===== src/rtl/wtr_pkg.sv =====
// ----------------------------------------------------------------------------
// wtr_pkg
// Shared types, span limits and elaboration-time intensity tables for the
// wavelength to RGB pipeline.
// ----------------------------------------------------------------------------
package wtr_pkg;

    localparam int unsigned WL_W      = 10;
    localparam int unsigned CH_W      = 8;
    localparam int unsigned Q16_W     = 17;
    localparam int unsigned IDX_W     = 7;
    localparam int unsigned LUT_DEPTH = 128;
    localparam int unsigned PROD_W    = 2 * Q16_W;

    localparam int unsigned ONE_Q16   = 65536;

    localparam logic [WL_W-1:0] WL_MIN      = 10'd350;
    localparam logic [WL_W-1:0] WL_B1_END   = 10'd439;
    localparam logic [WL_W-1:0] WL_B2_END   = 10'd489;
    localparam logic [WL_W-1:0] WL_B3_END   = 10'd509;
    localparam logic [WL_W-1:0] WL_B4_END   = 10'd579;
    localparam logic [WL_W-1:0] WL_B5_END   = 10'd644;
    localparam logic [WL_W-1:0] WL_MAX      = 10'd780;
    localparam logic [WL_W-1:0] WL_RISE_END = 10'd419;
    localparam logic [WL_W-1:0] WL_FALL_BEG = 10'd700;

    localparam logic [WL_W-1:0] WL_440      = 10'd440;
    localparam logic [WL_W-1:0] WL_510      = 10'd510;
    localparam logic [WL_W-1:0] WL_645      = 10'd645;
    localparam logic [WL_W-1:0] WL_320      = 10'd320;

    localparam int unsigned DEN_R1   = 90;
    localparam int unsigned DEN_G2   = 50;
    localparam int unsigned DEN_B3   = 20;
    localparam int unsigned DEN_R4   = 70;
    localparam int unsigned DEN_G5   = 65;
    localparam int unsigned DEN_RISE = 100;
    localparam int unsigned DEN_FALL = 800;
    localparam int unsigned FALL_BASE = 240;
    localparam int unsigned FALL_STEP = 7;

    localparam logic [Q16_W-1:0] Q16_ONE  = 17'h10000;
    localparam logic [Q16_W-1:0] Q16_ZERO = 17'h00000;

    typedef logic [Q16_W-1:0] q16_t;
    typedef q16_t lut_t [LUT_DEPTH];

    typedef enum logic [2:0] {
        TAB_R1,
        TAB_G2,
        TAB_B3,
        TAB_R4,
        TAB_G5,
        TAB_RISE,
        TAB_FALL
    } tab_e;

    typedef struct packed {
        q16_t red;
        q16_t green;
        q16_t blue;
        q16_t fade;
    } inten_t;

    // Ratio tables, rounded to nearest with ties up. Entries outside a
    // segment's range are never selected.
    function automatic lut_t lut_build(input tab_e tab);
        lut_t        t;
        int unsigned n;
        int unsigned v;
        for (int i = 0; i < LUT_DEPTH; i++) begin
            n = i;
            case (tab)
                TAB_R1:   v = (n * 2 * ONE_Q16 + DEN_R1) / (2 * DEN_R1);
                TAB_G2:   v = (n * 2 * ONE_Q16 + DEN_G2) / (2 * DEN_G2);
                TAB_B3:   v = (n * 2 * ONE_Q16 + DEN_B3) / (2 * DEN_B3);
                TAB_R4:   v = (n * 2 * ONE_Q16 + DEN_R4) / (2 * DEN_R4);
                TAB_G5:   v = (n * 2 * ONE_Q16 + DEN_G5) / (2 * DEN_G5);
                TAB_RISE: v = (n * 2 * ONE_Q16 + DEN_RISE) / (2 * DEN_RISE);
                TAB_FALL: v = ((FALL_BASE + FALL_STEP * n) * 2 * ONE_Q16 + DEN_FALL)
                              / (2 * DEN_FALL);
                default:  v = 0;
            endcase
            t[i] = v[Q16_W-1:0];
        end
        return t;
    endfunction

endpackage


===== src/rtl/wtr_lookup.sv =====
// ----------------------------------------------------------------------------
// wtr_lookup
// Input register, then segment decode and table lookup of raw channel
// intensities and the edge-fade factor.
// ----------------------------------------------------------------------------
module wtr_lookup (
    input  logic                      aclk,
    input  logic                      aresetn,
    input  logic                      in_valid,
    output logic                      in_ready,
    input  logic [wtr_pkg::WL_W-1:0]  in_wavelength,
    output logic                      out_valid,
    input  logic                      out_ready,
    output wtr_pkg::inten_t           out_inten
);
    import wtr_pkg::*;

    localparam lut_t R1_LUT   = lut_build(TAB_R1);
    localparam lut_t G2_LUT   = lut_build(TAB_G2);
    localparam lut_t B3_LUT   = lut_build(TAB_B3);
    localparam lut_t R4_LUT   = lut_build(TAB_R4);
    localparam lut_t G5_LUT   = lut_build(TAB_G5);
    localparam lut_t RISE_LUT = lut_build(TAB_RISE);
    localparam lut_t FALL_LUT = lut_build(TAB_FALL);

    logic            vld1_reg;
    logic [WL_W-1:0] wl_reg;
    logic            vld2_reg;
    inten_t          inten_reg;
    inten_t          inten_next;
    logic            ready1;
    logic            ready2;

    logic [WL_W-1:0] d_r1;
    logic [WL_W-1:0] d_g2;
    logic [WL_W-1:0] d_b3;
    logic [WL_W-1:0] d_r4;
    logic [WL_W-1:0] d_g5;
    logic [WL_W-1:0] d_rise;
    logic [WL_W-1:0] d_fall;

    assign ready2   = !vld2_reg || out_ready;
    assign ready1   = !vld1_reg || ready2;
    assign in_ready = ready1;

    assign d_r1   = WL_440 - wl_reg;
    assign d_g2   = wl_reg - WL_440;
    assign d_b3   = WL_510 - wl_reg;
    assign d_r4   = wl_reg - WL_510;
    assign d_g5   = WL_645 - wl_reg;
    assign d_rise = wl_reg - WL_320;
    assign d_fall = WL_MAX - wl_reg;

    always_comb begin
        inten_next = '{red: Q16_ZERO, green: Q16_ZERO, blue: Q16_ZERO, fade: Q16_ZERO};
        if (wl_reg >= WL_MIN && wl_reg <= WL_MAX) begin
            if (wl_reg <= WL_B1_END) begin
                inten_next.red  = R1_LUT[d_r1[IDX_W-1:0]];
                inten_next.blue = Q16_ONE;
            end else if (wl_reg <= WL_B2_END) begin
                inten_next.green = G2_LUT[d_g2[IDX_W-1:0]];
                inten_next.blue  = Q16_ONE;
            end else if (wl_reg <= WL_B3_END) begin
                inten_next.green = Q16_ONE;
                inten_next.blue  = B3_LUT[d_b3[IDX_W-1:0]];
            end else if (wl_reg <= WL_B4_END) begin
                inten_next.red   = R4_LUT[d_r4[IDX_W-1:0]];
                inten_next.green = Q16_ONE;
            end else if (wl_reg <= WL_B5_END) begin
                inten_next.red   = Q16_ONE;
                inten_next.green = G5_LUT[d_g5[IDX_W-1:0]];
            end else begin
                inten_next.red = Q16_ONE;
            end

            if (wl_reg <= WL_RISE_END) begin
                inten_next.fade = RISE_LUT[d_rise[IDX_W-1:0]];
            end else if (wl_reg <= WL_FALL_BEG) begin
                inten_next.fade = Q16_ONE;
            end else begin
                inten_next.fade = FALL_LUT[d_fall[IDX_W-1:0]];
            end
        end
    end

    always_ff @(posedge aclk) begin
        if (!aresetn) begin
            vld1_reg <= 1'b0;
            vld2_reg <= 1'b0;
        end else begin
            if (ready1) begin
                vld1_reg <= in_valid;
            end
            if (ready2) begin
                vld2_reg <= vld1_reg;
            end
        end
    end

    always_ff @(posedge aclk) begin
        if (ready1 && in_valid) begin
            wl_reg <= in_wavelength;
        end
        if (ready2 && vld1_reg) begin
            inten_reg <= inten_next;
        end
    end

    assign out_valid = vld2_reg;
    assign out_inten = inten_reg;

endmodule


===== src/rtl/wtr_scale.sv =====
// ----------------------------------------------------------------------------
// wtr_scale
// Multiplies each channel intensity by the fade factor, then scales by 255
// and rounds to the 8-bit channel word.
// ----------------------------------------------------------------------------
module wtr_scale (
    input  logic                      aclk,
    input  logic                      aresetn,
    input  logic                      in_valid,
    output logic                      in_ready,
    input  wtr_pkg::inten_t           in_inten,
    output logic                      out_valid,
    input  logic                      out_ready,
    output logic [wtr_pkg::CH_W-1:0]  out_red,
    output logic [wtr_pkg::CH_W-1:0]  out_green,
    output logic [wtr_pkg::CH_W-1:0]  out_blue
);
    import wtr_pkg::*;

    localparam int unsigned SUM_W = PROD_W + CH_W;
    localparam logic [SUM_W-1:0] HALF_LSB = SUM_W'(64'h8000_0000);

    logic              vld3_reg;
    logic [PROD_W-1:0] prod_r_reg;
    logic [PROD_W-1:0] prod_g_reg;
    logic [PROD_W-1:0] prod_b_reg;
    logic              vld4_reg;
    logic [CH_W-1:0]   red_reg;
    logic [CH_W-1:0]   green_reg;
    logic [CH_W-1:0]   blue_reg;
    logic              ready3;
    logic              ready4;

    logic [SUM_W-1:0]  sum_r_next;
    logic [SUM_W-1:0]  sum_g_next;
    logic [SUM_W-1:0]  sum_b_next;

    assign ready4   = !vld4_reg || out_ready;
    assign ready3   = !vld3_reg || ready4;
    assign in_ready = ready3;

    // p * 255 + 2^31, channel word is bits [39:32]
    assign sum_r_next = {prod_r_reg, {CH_W{1'b0}}} - {{CH_W{1'b0}}, prod_r_reg} + HALF_LSB;
    assign sum_g_next = {prod_g_reg, {CH_W{1'b0}}} - {{CH_W{1'b0}}, prod_g_reg} + HALF_LSB;
    assign sum_b_next = {prod_b_reg, {CH_W{1'b0}}} - {{CH_W{1'b0}}, prod_b_reg} + HALF_LSB;

    always_ff @(posedge aclk) begin
        if (!aresetn) begin
            vld3_reg <= 1'b0;
            vld4_reg <= 1'b0;
        end else begin
            if (ready3) begin
                vld3_reg <= in_valid;
            end
            if (ready4) begin
                vld4_reg <= vld3_reg;
            end
        end
    end

    always_ff @(posedge aclk) begin
        if (ready3 && in_valid) begin
            prod_r_reg <= PROD_W'(in_inten.red)   * PROD_W'(in_inten.fade);
            prod_g_reg <= PROD_W'(in_inten.green) * PROD_W'(in_inten.fade);
            prod_b_reg <= PROD_W'(in_inten.blue)  * PROD_W'(in_inten.fade);
        end
        if (ready4 && vld3_reg) begin
            red_reg   <= sum_r_next[39:32];
            green_reg <= sum_g_next[39:32];
            blue_reg  <= sum_b_next[39:32];
        end
    end

    assign out_valid = vld4_reg;
    assign out_red   = red_reg;
    assign out_green = green_reg;
    assign out_blue  = blue_reg;

endmodule


===== src/rtl/wavelength_to_rgb.sv =====
// ----------------------------------------------------------------------------
// wavelength_to_rgb
// Maps a whole-nanometre wavelength to an 8-bit RGB color (gamma 1).
// ----------------------------------------------------------------------------
// Throughput: one word per cycle while m_ready does not stall, set by the four-stage register pipeline
// (input, table lookup, 17x17 multiply, scale and round).
// A stall on m_ready holds every stage; bubbles are squeezed out.
// Reset (aresetn low, synchronous) clears all stage valid bits; no clearing pass.
// ----------------------------------------------------------------------------
module wavelength_to_rgb (
    input  logic                        aclk,
    input  logic                        aresetn,
    input  logic                        s_valid,
    output logic                        s_ready,
    input  logic [wtr_pkg::WL_W-1:0]    s_wavelength_nm,
    output logic                        m_valid,
    input  logic                        m_ready,
    output logic [wtr_pkg::CH_W-1:0]    m_red,
    output logic [wtr_pkg::CH_W-1:0]    m_green,
    output logic [wtr_pkg::CH_W-1:0]    m_blue
);
    import wtr_pkg::*;

    logic   lk_valid;
    logic   lk_ready;
    inten_t lk_inten;

    wtr_lookup u_lookup (
        .aclk          (aclk),
        .aresetn       (aresetn),
        .in_valid      (s_valid),
        .in_ready      (s_ready),
        .in_wavelength (s_wavelength_nm),
        .out_valid     (lk_valid),
        .out_ready     (lk_ready),
        .out_inten     (lk_inten)
    );

    wtr_scale u_scale (
        .aclk      (aclk),
        .aresetn   (aresetn),
        .in_valid  (lk_valid),
        .in_ready  (lk_ready),
        .in_inten  (lk_inten),
        .out_valid (m_valid),
        .out_ready (m_ready),
        .out_red   (m_red),
        .out_green (m_green),
        .out_blue  (m_blue)
    );

endmodule


===== config.mk =====
export PLATFORM = sky130hd
export DESIGN_NAME = wavelength_to_rgb
export DESIGN_NICKNAME = d
export VERILOG_FILES = /design/src/rtl/wtr_pkg.sv /design/src/rtl/wtr_lookup.sv /design/src/rtl/wtr_scale.sv /design/src/rtl/wavelength_to_rgb.sv
export SDC_FILE = /design/constraint.sdc
export NUM_CORES = 2
export LEC_CHECK = 0
export BUFFER_PORTS_ARGS = -buffer_cell sky130_fd_sc_hd__buf_2
export CORE_UTILIZATION = 67
export CTS_CLUSTER_SIZE = 12
export DETAILED_ROUTE_END_ITERATION = 16
export PLACE_DENSITY = 0.84
export SLEW_MARGIN = 20
export SYNTH_ARGS = -nofsm -noshare
export SYNTH_HDL_FRONTEND = slang
export SYNTH_SLANG_ARGS = --single-unit

===== constraint.sdc =====
create_clock -name aclk -period 7.6 [get_ports aclk]
set_input_delay 1.52 -clock aclk [delete_from_list [all_inputs] [get_ports aclk]]
set_output_delay 1.52 -clock aclk [all_outputs]
set_load 0.01 [all_outputs]

== Word-level counts from Yosys, hierarchy flattened ==
Memory sizes are Yosys's and may differ from the RTL's.
Cells that the tools add are included.
W data, S select, Z words.

* Bits of input ports: 14
* Word-level logic and storage cells: 104
* Memories kept: 7
* Memory bits (read-only): 15232
* Bits in registers: 208
* Output and inout port bits: 26

* Bitwise logic cells: 9
* Muxes and demuxes: 25
* $mul: 3
* Add/sub/neg operators: 13
* Magnitude comparators: 16
* Reduce and logical (&&, ||, !) cells: 15

{| class="wikitable"
|+ Memory list
! memory !! words !! width !! read ports !! clocked after Yosys merged registers in !! wr ports !! line !! RTL
|-
| (no name shown) || 128 || 17 || 1 || 0 || 0 || wtr_lookup.sv:58 || <nowiki>inten_next.red = R1_LUT[d_r1[IDX_W-1:0]];</nowiki>
|-
| (no name shown) || 128 || 17 || 1 || 0 || 0 || wtr_lookup.sv:61 || <nowiki>inten_next.green = G2_LUT[d_g2[IDX_W-1:0]];</nowiki>
|-
| (no name shown) || 128 || 17 || 1 || 0 || 0 || wtr_lookup.sv:65 || <nowiki>inten_next.blue = B3_LUT[d_b3[IDX_W-1:0]];</nowiki>
|-
| (no name shown) || 128 || 17 || 1 || 0 || 0 || wtr_lookup.sv:67 || <nowiki>inten_next.red = R4_LUT[d_r4[IDX_W-1:0]];</nowiki>
|-
| (no name shown) || 128 || 17 || 1 || 0 || 0 || wtr_lookup.sv:71 || <nowiki>inten_next.green = G5_LUT[d_g5[IDX_W-1:0]];</nowiki>
|-
| (no name shown) || 128 || 17 || 1 || 0 || 0 || wtr_lookup.sv:77 || <nowiki>inten_next.fade = RISE_LUT[d_rise[IDX_W-1:0]];</nowiki>
|-
| +1 memories || -- || -- || -- || -- || -- || -- ||
|}

{| class="wikitable"
|+ Operators with widths
! operator !! number
|-
| $mux W17 || 23
|-
| $add A40 B32 Y40 const B || 3
|-
| $sub A40 B34 Y40 || 3
|-
| $mul A17 B17 Y34 || 3
|-
| $mux W34 || 2
|-
| $ge A8 B8 Y1 const B || 7
|-
| $not A7 Y8 || 7
|-
| $le A10 B10 Y1 const B || 4
|-
| $le A10 B9 Y1 const B || 4
|-
| $sub A7 B7 Y7 const B || 2
|-
| $ge A10 B9 Y1 const B || 1
|-
| $sub A3 B7 Y7 const A || 1
|-
| $sub A4 B7 Y7 const A || 1
|-
| $sub A6 B7 Y7 const A || 1
|-
| $sub A7 B6 Y7 const B || 1
|-
| $sub A7 B7 Y7 const A || 1
|-
| $logic_and A1 B1 Y1 || 5
|-
| $logic_not A1 Y1 || 4
|-
| $logic_or A1 B1 Y1 || 4
|-
| $reduce_or A4 Y1 || 1
|-
| $not A1 Y1 || 2
|-
| $reduce_or A2 Y1 || 1
|}

== Longest topological paths before layout ==
* Depth in word-level cells: 10
* Depth in mapped cells: 27
* Depth with buffers taken out: 25

== Modules after synthesis ==
Synthesis repeated with hierarchy kept, for this count alone.

* Cells, all modules: 6441
* Area, all modules: 53218.5 µm²

{| class="wikitable"
|+ Modules (own cells, without submodules)
! module !! area each (µm²) !! cells an instance !! instances
|-
| wtr_scale || 36610.1 || 3990 || 1
|-
| wtr_lookup || 16608.4 || 2451 || 1
|}

== Worst setup path before layout ==
No wires, ideal clock.

* Path type: input to register
* Start: input m_ready
* End: register u_scale.prod_b_reg[0], enable pin
* Setup slack: 0.732 ns
* Path buffers: 0
* Cell stages on the path: 3
* Setup time: 0.574 ns
* Arrival time: 6.294 ns
* Cell sequence: nor2b_1 and2_0 nor2b_1

* Longest elaborated chain between the ends: 3

{| class="wikitable"
|+ Ends and longest elaborated chain
! element !! line !! RTL
|-
| start, declared || wavelength_to_rgb.sv:17 || <nowiki>input logic m_ready,</nowiki>
|-
| $logic_or A1 B1 Y1 || wtr_scale.sv:38 || <nowiki>assign ready4 = !vld4_reg || out_ready;</nowiki>
|-
| $logic_or A1 B1 Y1 || wtr_scale.sv:39 || <nowiki>assign ready3 = !vld3_reg || ready4;</nowiki>
|-
| $logic_and A1 B1 Y1 || wtr_scale.sv:62 || <nowiki>if (ready3 && in_valid) begin</nowiki>
|-
| end signal, assigned || wtr_scale.sv:65 || <nowiki>prod_b_reg <= PROD_W'(in_inten.blue) * PROD_W'(in_inten.fade);</nowiki>
|-
| end, declared || wtr_scale.sv:26 || <nowiki>logic [PROD_W-1:0] prod_b_reg;</nowiki>
|}

Every way passes these cells.
A chain may end at the register's enable or synchronous reset.

== Worst setup path in the final report ==
* Start: register u_lookup.inten_reg (netlist bit u_lookup.out_inten[11])
* End: register u_scale.prod_b_reg[32], data pin

* Longest elaborated chain between the ends: 1

{| class="wikitable"
|+ Ends and longest elaborated chain
! element !! line !! RTL
|-
| start, declared || wtr_lookup.sv:29 || <nowiki>inten_t inten_reg;</nowiki>
|-
| start signal, assigned || wtr_lookup.sv:105 || <nowiki>inten_reg <= inten_next;</nowiki>
|-
| $mul A17 B17 Y34 || wtr_scale.sv:65 ||
|}

Every way passes these cells.

==> metrics.txt <==
# TYPE chip_impl_metric gauge
chip_impl_info{name="run_status",value="finished, final reports clean"} 1
chip_impl_metric{name="max-vdd-ir-drop",unit="mV"} 0.212
chip_impl_metric{name="initial_core_util",unit="%"} 68.2
chip_impl_metric{name="synth-seq-area-share",unit="%"} 12.1
chip_impl_metric{name="holdPathStages",unit=""} 1
chip_impl_info{name="critPathSlowestCell",value="sky130_fd_sc_hd__edfxtp_1"} 1
chip_impl_metric{name="clock_tree.htree_level_count",unit=""} 4
chip_impl_metric{name="first_global_vias",unit=""} 44000
chip_impl_info{name="layout.cells.most_common",value="sky130_fd_sc_hd__inv_1"} 1
chip_impl_info{name="r2r_end",value="u_scale.prod_b_reg[32]"} 1
chip_impl_metric{name="critical_path_required",unit="ns"} 7.89
chip_impl_info{name="cts_tree",value="done"} 1
chip_impl_metric{name="p_leak",unit="nW"} 24.3
chip_impl_metric{name="first_pass_iters",unit=""} 9
chip_impl_metric{name="crit_path_max_fanout",unit=""} 26
chip_impl_metric{name="drc_errors",unit=""} 0
chip_impl_metric{name="post_drt_wl_per_cell",unit="µm"} 21.2
chip_impl_metric{name="ys_async_sr_fraction",unit="%"} 0
chip_impl_metric{name="largest_net_degree_at_the_start_of_global_routing",unit=""} 75
chip_impl_metric{name="die_area",unit="µm²"} 74500
chip_impl_metric{name="post_layout_utilization_of_the_core",unit="%"} 70.6
chip_impl_metric{name="final-setup-viol-count",unit=""} 0
chip_impl_metric{name="drtAntennaViolNets",unit=""} 0
chip_impl_metric{name="synth_edf_count",unit=""} 196
chip_impl_metric{name="setup_total_negative_slack",unit="ns"} 0
chip_impl_metric{name="finish.instance_area",unit="µm²"} 50900
chip_impl_metric{name="antennaDiodeCount",unit=""} 0
chip_impl_metric{name="postCtsResizedCells",unit=""} 0
chip_impl_metric{name="fp-row-count",unit=""} 98
chip_impl_metric{name="timing.final.hold_violations",unit=""} 0
chip_impl_metric{name="groute.usage.overall",unit="%"} 38.9
chip_impl_metric{name="area_delta_synth_final",unit="%"} 3.47
chip_impl_info{name="synth_area_leader_cell",value="sky130_fd_sc_hd__fa_1"} 1
chip_impl_metric{name="chipHeight",unit="µm"} 273
chip_impl_metric{name="worst_r2r_path_depth",unit=""} 22
chip_impl_info{name="worstPathCellList",value="buf_12, nand2_1, fa_1, fa_1, fa_1, inv_1, fa_1, fa_1, inv_1, fa_1, inv_1, ha_1, a21o_1, a21o_1, a21oi_1, o21ai_0, a21o_1, a21o_1, and2_4, o21ai_2, nor3_1, a311o_1"} 1
chip_impl_metric{name="grt_remaining_overflow",unit=""} 0
chip_impl_metric{name="slew-limit-headroom",unit="%"} 21.2
chip_impl_metric{name="layout-drive-gt1-share",unit="%"} 4.76
chip_impl_metric{name="num_io_pins",unit=""} 40
chip_impl_metric{name="layout_filler_cell_count",unit=""} 5527
chip_impl_metric{name="io_buffer_count",unit=""} 39
chip_impl_metric{name="wl",unit="µm"} 143000
chip_impl_metric{name="routabilityCongestion",unit=""} 1.02
chip_impl_metric{name="synth_top_area_share",unit="%"} 26.0
chip_impl_info{name="grt_setup_unrepaired",value="no"} 1
chip_impl_info{name="timing.critical_path.to_type",value="flip-flop"} 1
chip_impl_info{name="leading_post_synthesis_cells_by_cell_area",value="sky130_fd_sc_hd__fa_1 (26%), sky130_fd_sc_hd__ha_1 (14%), sky130_fd_sc_hd__edfxtp_1 (12%)"} 1
chip_impl_info{name="startpoint_type",value="flip-flop"} 1
chip_impl_info{name="worst_hold_startpoint",value="u_scale.vld3_reg"} 1
chip_impl_metric{name="place_ws",unit="ns"} 0.688
chip_impl_info{name="whs_endpoint",value="u_scale.out_valid"} 1
chip_impl_metric{name="holdWs",unit="ns"} 0.495
chip_impl_metric{name="average_cell_area_after_synthesis",unit="µm²"} 8.23
chip_impl_metric{name="number_of_antenna_violations_at_the_first_check_in_global_routing",unit=""} 2
chip_impl_info{name="root_buffer",value="sky130_fd_sc_hd__clkbuf_16"} 1
chip_impl_metric{name="numClockSinks",unit=""} 200
chip_impl_metric{name="clk-insertion-delay-late",unit="ns"} 0.54
chip_impl_metric{name="cts.path.max_buffers",unit=""} 2
chip_impl_metric{name="setup.reg_to_reg.worst_slack",unit="ns"} 0.48
chip_impl_metric{name="synthesis.nets",unit=""} 7176
chip_impl_metric{name="viasPerCell",unit=""} 6.49
chip_impl_metric{name="max_cap_viol_count",unit=""} 0
chip_impl_metric{name="post_dp_area",unit="µm²"} 50200
chip_impl_metric{name="detailroute.via_count",unit=""} 43600
chip_impl_info{name="most-common-layout-cells",value="sky130_fd_sc_hd__inv_1 (936), sky130_fd_sc_hd__nand2_1 (752), sky130_fd_sc_hd__fa_1 (639), sky130_fd_sc_hd__ha_1 (543), sky130_fd_sc_hd__a21oi_1 (359)"} 1
chip_impl_metric{name="ys_seq_elements",unit=""} 200
chip_impl_metric{name="finalCritPeriodShare",unit="%"} 93.7
chip_impl_metric{name="hold_buffers",unit=""} 0
chip_impl_metric{name="grt_pass1_wl",unit="µm"} 229000
chip_impl_info{name="timing.setup.critical_path_class",value="reg2reg"} 1
chip_impl_metric{name="cts_post_setup_buffers_inserted",unit=""} 0
chip_impl_metric{name="syn_area",unit="µm²"} 49200
chip_impl_metric{name="worst_slack",unit="ns"} 0.480
chip_impl_metric{name="number_of_cts_inserted_buffers",unit=""} 17
chip_impl_info{name="launch_point_of_the_worst_reg_to_reg_path",value="u_lookup.out_inten[11]"} 1
chip_impl_metric{name="design.core.area",unit="µm²"} 72100
chip_impl_metric{name="fin_nets",unit=""} 6960
chip_impl_metric{name="largest_register_ff_count",unit=""} 60
chip_impl_metric{name="synth_cell_type_count",unit=""} 90
chip_impl_metric{name="fmaxAchievable",unit="MHz"} 140
chip_impl_metric{name="die_width",unit="µm"} 273
chip_impl_metric{name="tightest_slew",unit="ns"} 1.18
chip_impl_metric{name="crit_path_max_incr_delay",unit="ns"} 1.14
chip_impl_metric{name="postSynthCellCount",unit=""} 5975
chip_impl_info{name="ys_dominant_reg_cell",value="sky130_fd_sc_hd__edfxtp_1"} 1
chip_impl_metric{name="drt_first_iter_violations",unit=""} 5172
chip_impl_metric{name="final-max-slew-violation-count",unit=""} 0
chip_impl_info{name="most_used_cell_cp",value="sky130_fd_sc_hd__fa_1"} 1
chip_impl_metric{name="power_density",unit="nW/µm²"} 100
chip_impl_metric{name="fin_worst_skew",unit="ns"} 0.0253
chip_impl_metric{name="post-route-min-period",unit="ns"} 7.12
chip_impl_metric{name="clk_pin_slew",unit="ns"} 0.10
chip_impl_metric{name="yosysWarningCount",unit=""} 0
chip_impl_metric{name="critical_path_arrival",unit="ns"} 7.41
chip_impl_info{name="worst_hold_path_type",value="reg2reg"} 1
chip_impl_metric{name="place.detailed.hpwl",unit="µm"} 104000
==> worst max-delay path: cells and delay by family (launching register included) <==
kind / cells / cell delay (ns)
DFF: 1 / 1.14
buffers and inverters: 4 / 0.44
and+or+nand+nor: 3 / 0.32
adders and majority gates: 7 / 3.44
AOI/OAI and AO/OA: 8 / 1.51
==> cell usage after synthesis (12+ instances only) <==
master	count
sky130_fd_sc_hd__buf_2	28
sky130_fd_sc_hd__nor3_1	88
sky130_fd_sc_hd__nor2b_1	36
sky130_fd_sc_hd__nand4_1	21
sky130_fd_sc_hd__nand3_1	81
sky130_fd_sc_hd__a311oi_1	26
sky130_fd_sc_hd__edfxtp_1	196
sky130_fd_sc_hd__nor4_1	14
sky130_fd_sc_hd__and2_1	334
sky130_fd_sc_hd__and3_1	14
sky130_fd_sc_hd__o211ai_1	82
sky130_fd_sc_hd__o221ai_1	20
sky130_fd_sc_hd__o22ai_1	25
sky130_fd_sc_hd__xnor2_1	132
sky130_fd_sc_hd__o311ai_0	34
sky130_fd_sc_hd__ha_1	548
sky130_fd_sc_hd__nand2b_1	23
sky130_fd_sc_hd__mux2i_1	16
sky130_fd_sc_hd__a21oi_1	359
sky130_fd_sc_hd__a21o_1	63
sky130_fd_sc_hd__nand2_1	752
sky130_fd_sc_hd__a31oi_1	49
sky130_fd_sc_hd__inv_1	936
sky130_fd_sc_hd__xor2_1	43
sky130_fd_sc_hd__a211oi_1	98
sky130_fd_sc_hd__o21a_1	24
sky130_fd_sc_hd__mux4_2	21
sky130_fd_sc_hd__a221oi_1	16
sky130_fd_sc_hd__fa_1	639
sky130_fd_sc_hd__buf_1	39
sky130_fd_sc_hd__a22oi_1	18
sky130_fd_sc_hd__nor2_1	346
sky130_fd_sc_hd__clkbuf_1	327
sky130_fd_sc_hd__a2111oi_0	19
sky130_fd_sc_hd__o31ai_1	24
sky130_fd_sc_hd__a211o_1	12
sky130_fd_sc_hd__o21ai_0	289
==> final cells by class <==
cell class | count | area, µm² | area share, %
flip-flops and latches | 200 | 5970 | 11.7
well taps | 950 | 1190 | 2.34
clock inverters | 15 | 189 | 0.371
clock buffers | 17 | 425 | 0.836
repair buffers | 159 | 1210 | 2.38
multi-input cells | 4439 | 38400 | 75.4
inverters | 942 | 3540 | 6.95
==> through the flow <==
| stage | power, mW | std cells |
|---|---|---|
| after CTS | 4.99 | 6722 |
| after floorplan | 3.28 | 5975 |
| after global routing | 5.37 | 6722 |
| after global placement | 3.92 | 6690 |
| after detailed placement | 3.98 | 6690 |
| final | 5.10 | 6722 |
==> per-layer routing <==
metal | global-route usage, % | wire length (µm) | up-vias
met2 | 60.9 | 63600 | 2890
li1 | - | - | 19400
met4 | 20.4 | 8280 | 4
met5 | 0.706 | 85 | -
met1 | 49.5 | 52800 | 20700
met3 | 9.98 | 17700 | 648
==> cells by family (layout without fill, tap and decap cells) <==
logic type | after synthesis | after routing | share of synthesized area (%)
and+or+nand+nor | 1762 | 1762 | 16.5
buffers and inverters | 1336 | 1133 | 10.3
AOI/OAI and AO/OA | 1272 | 1272 | 16.6
adders and majority gates | 1187 | 1187 | 40.0
DFF | 200 | 200 | 12.1
xor gates and xnor gates | 177 | 177 | 3.18
muxes | 41 | 41 | 1.38
==> report_power, final <==
group	internal [mW]	switching [mW]	total (mW)
Sequential	1.27	0.0838	1.36
Clock	0.453	0.560	1.01
Combinational	0.941	1.79	2.73
Total	2.67	2.43	5.10
==> worst max-delay path by stage <==
stage	start	to	slack (ns)	cells past startpoint
after floorplan	m_ready	u_scale.prod_b_reg[0]	0.73	3
after global placement	u_lookup.out_inten[11]	u_scale.prod_b_reg[32]	0.84	22
after detailed placement	u_lookup.out_inten[6]	u_scale.prod_r_reg[33]	0.69	22
after CTS	u_lookup.out_inten[6]	u_scale.prod_g_reg[31]	0.64	20
after global routing	u_lookup.out_inten[6]	u_scale.prod_r_reg[33]	0.23	22
final	u_lookup.out_inten[11]	u_scale.prod_b_reg[32]	0.48	22
(Power assumes the default switching activity.)
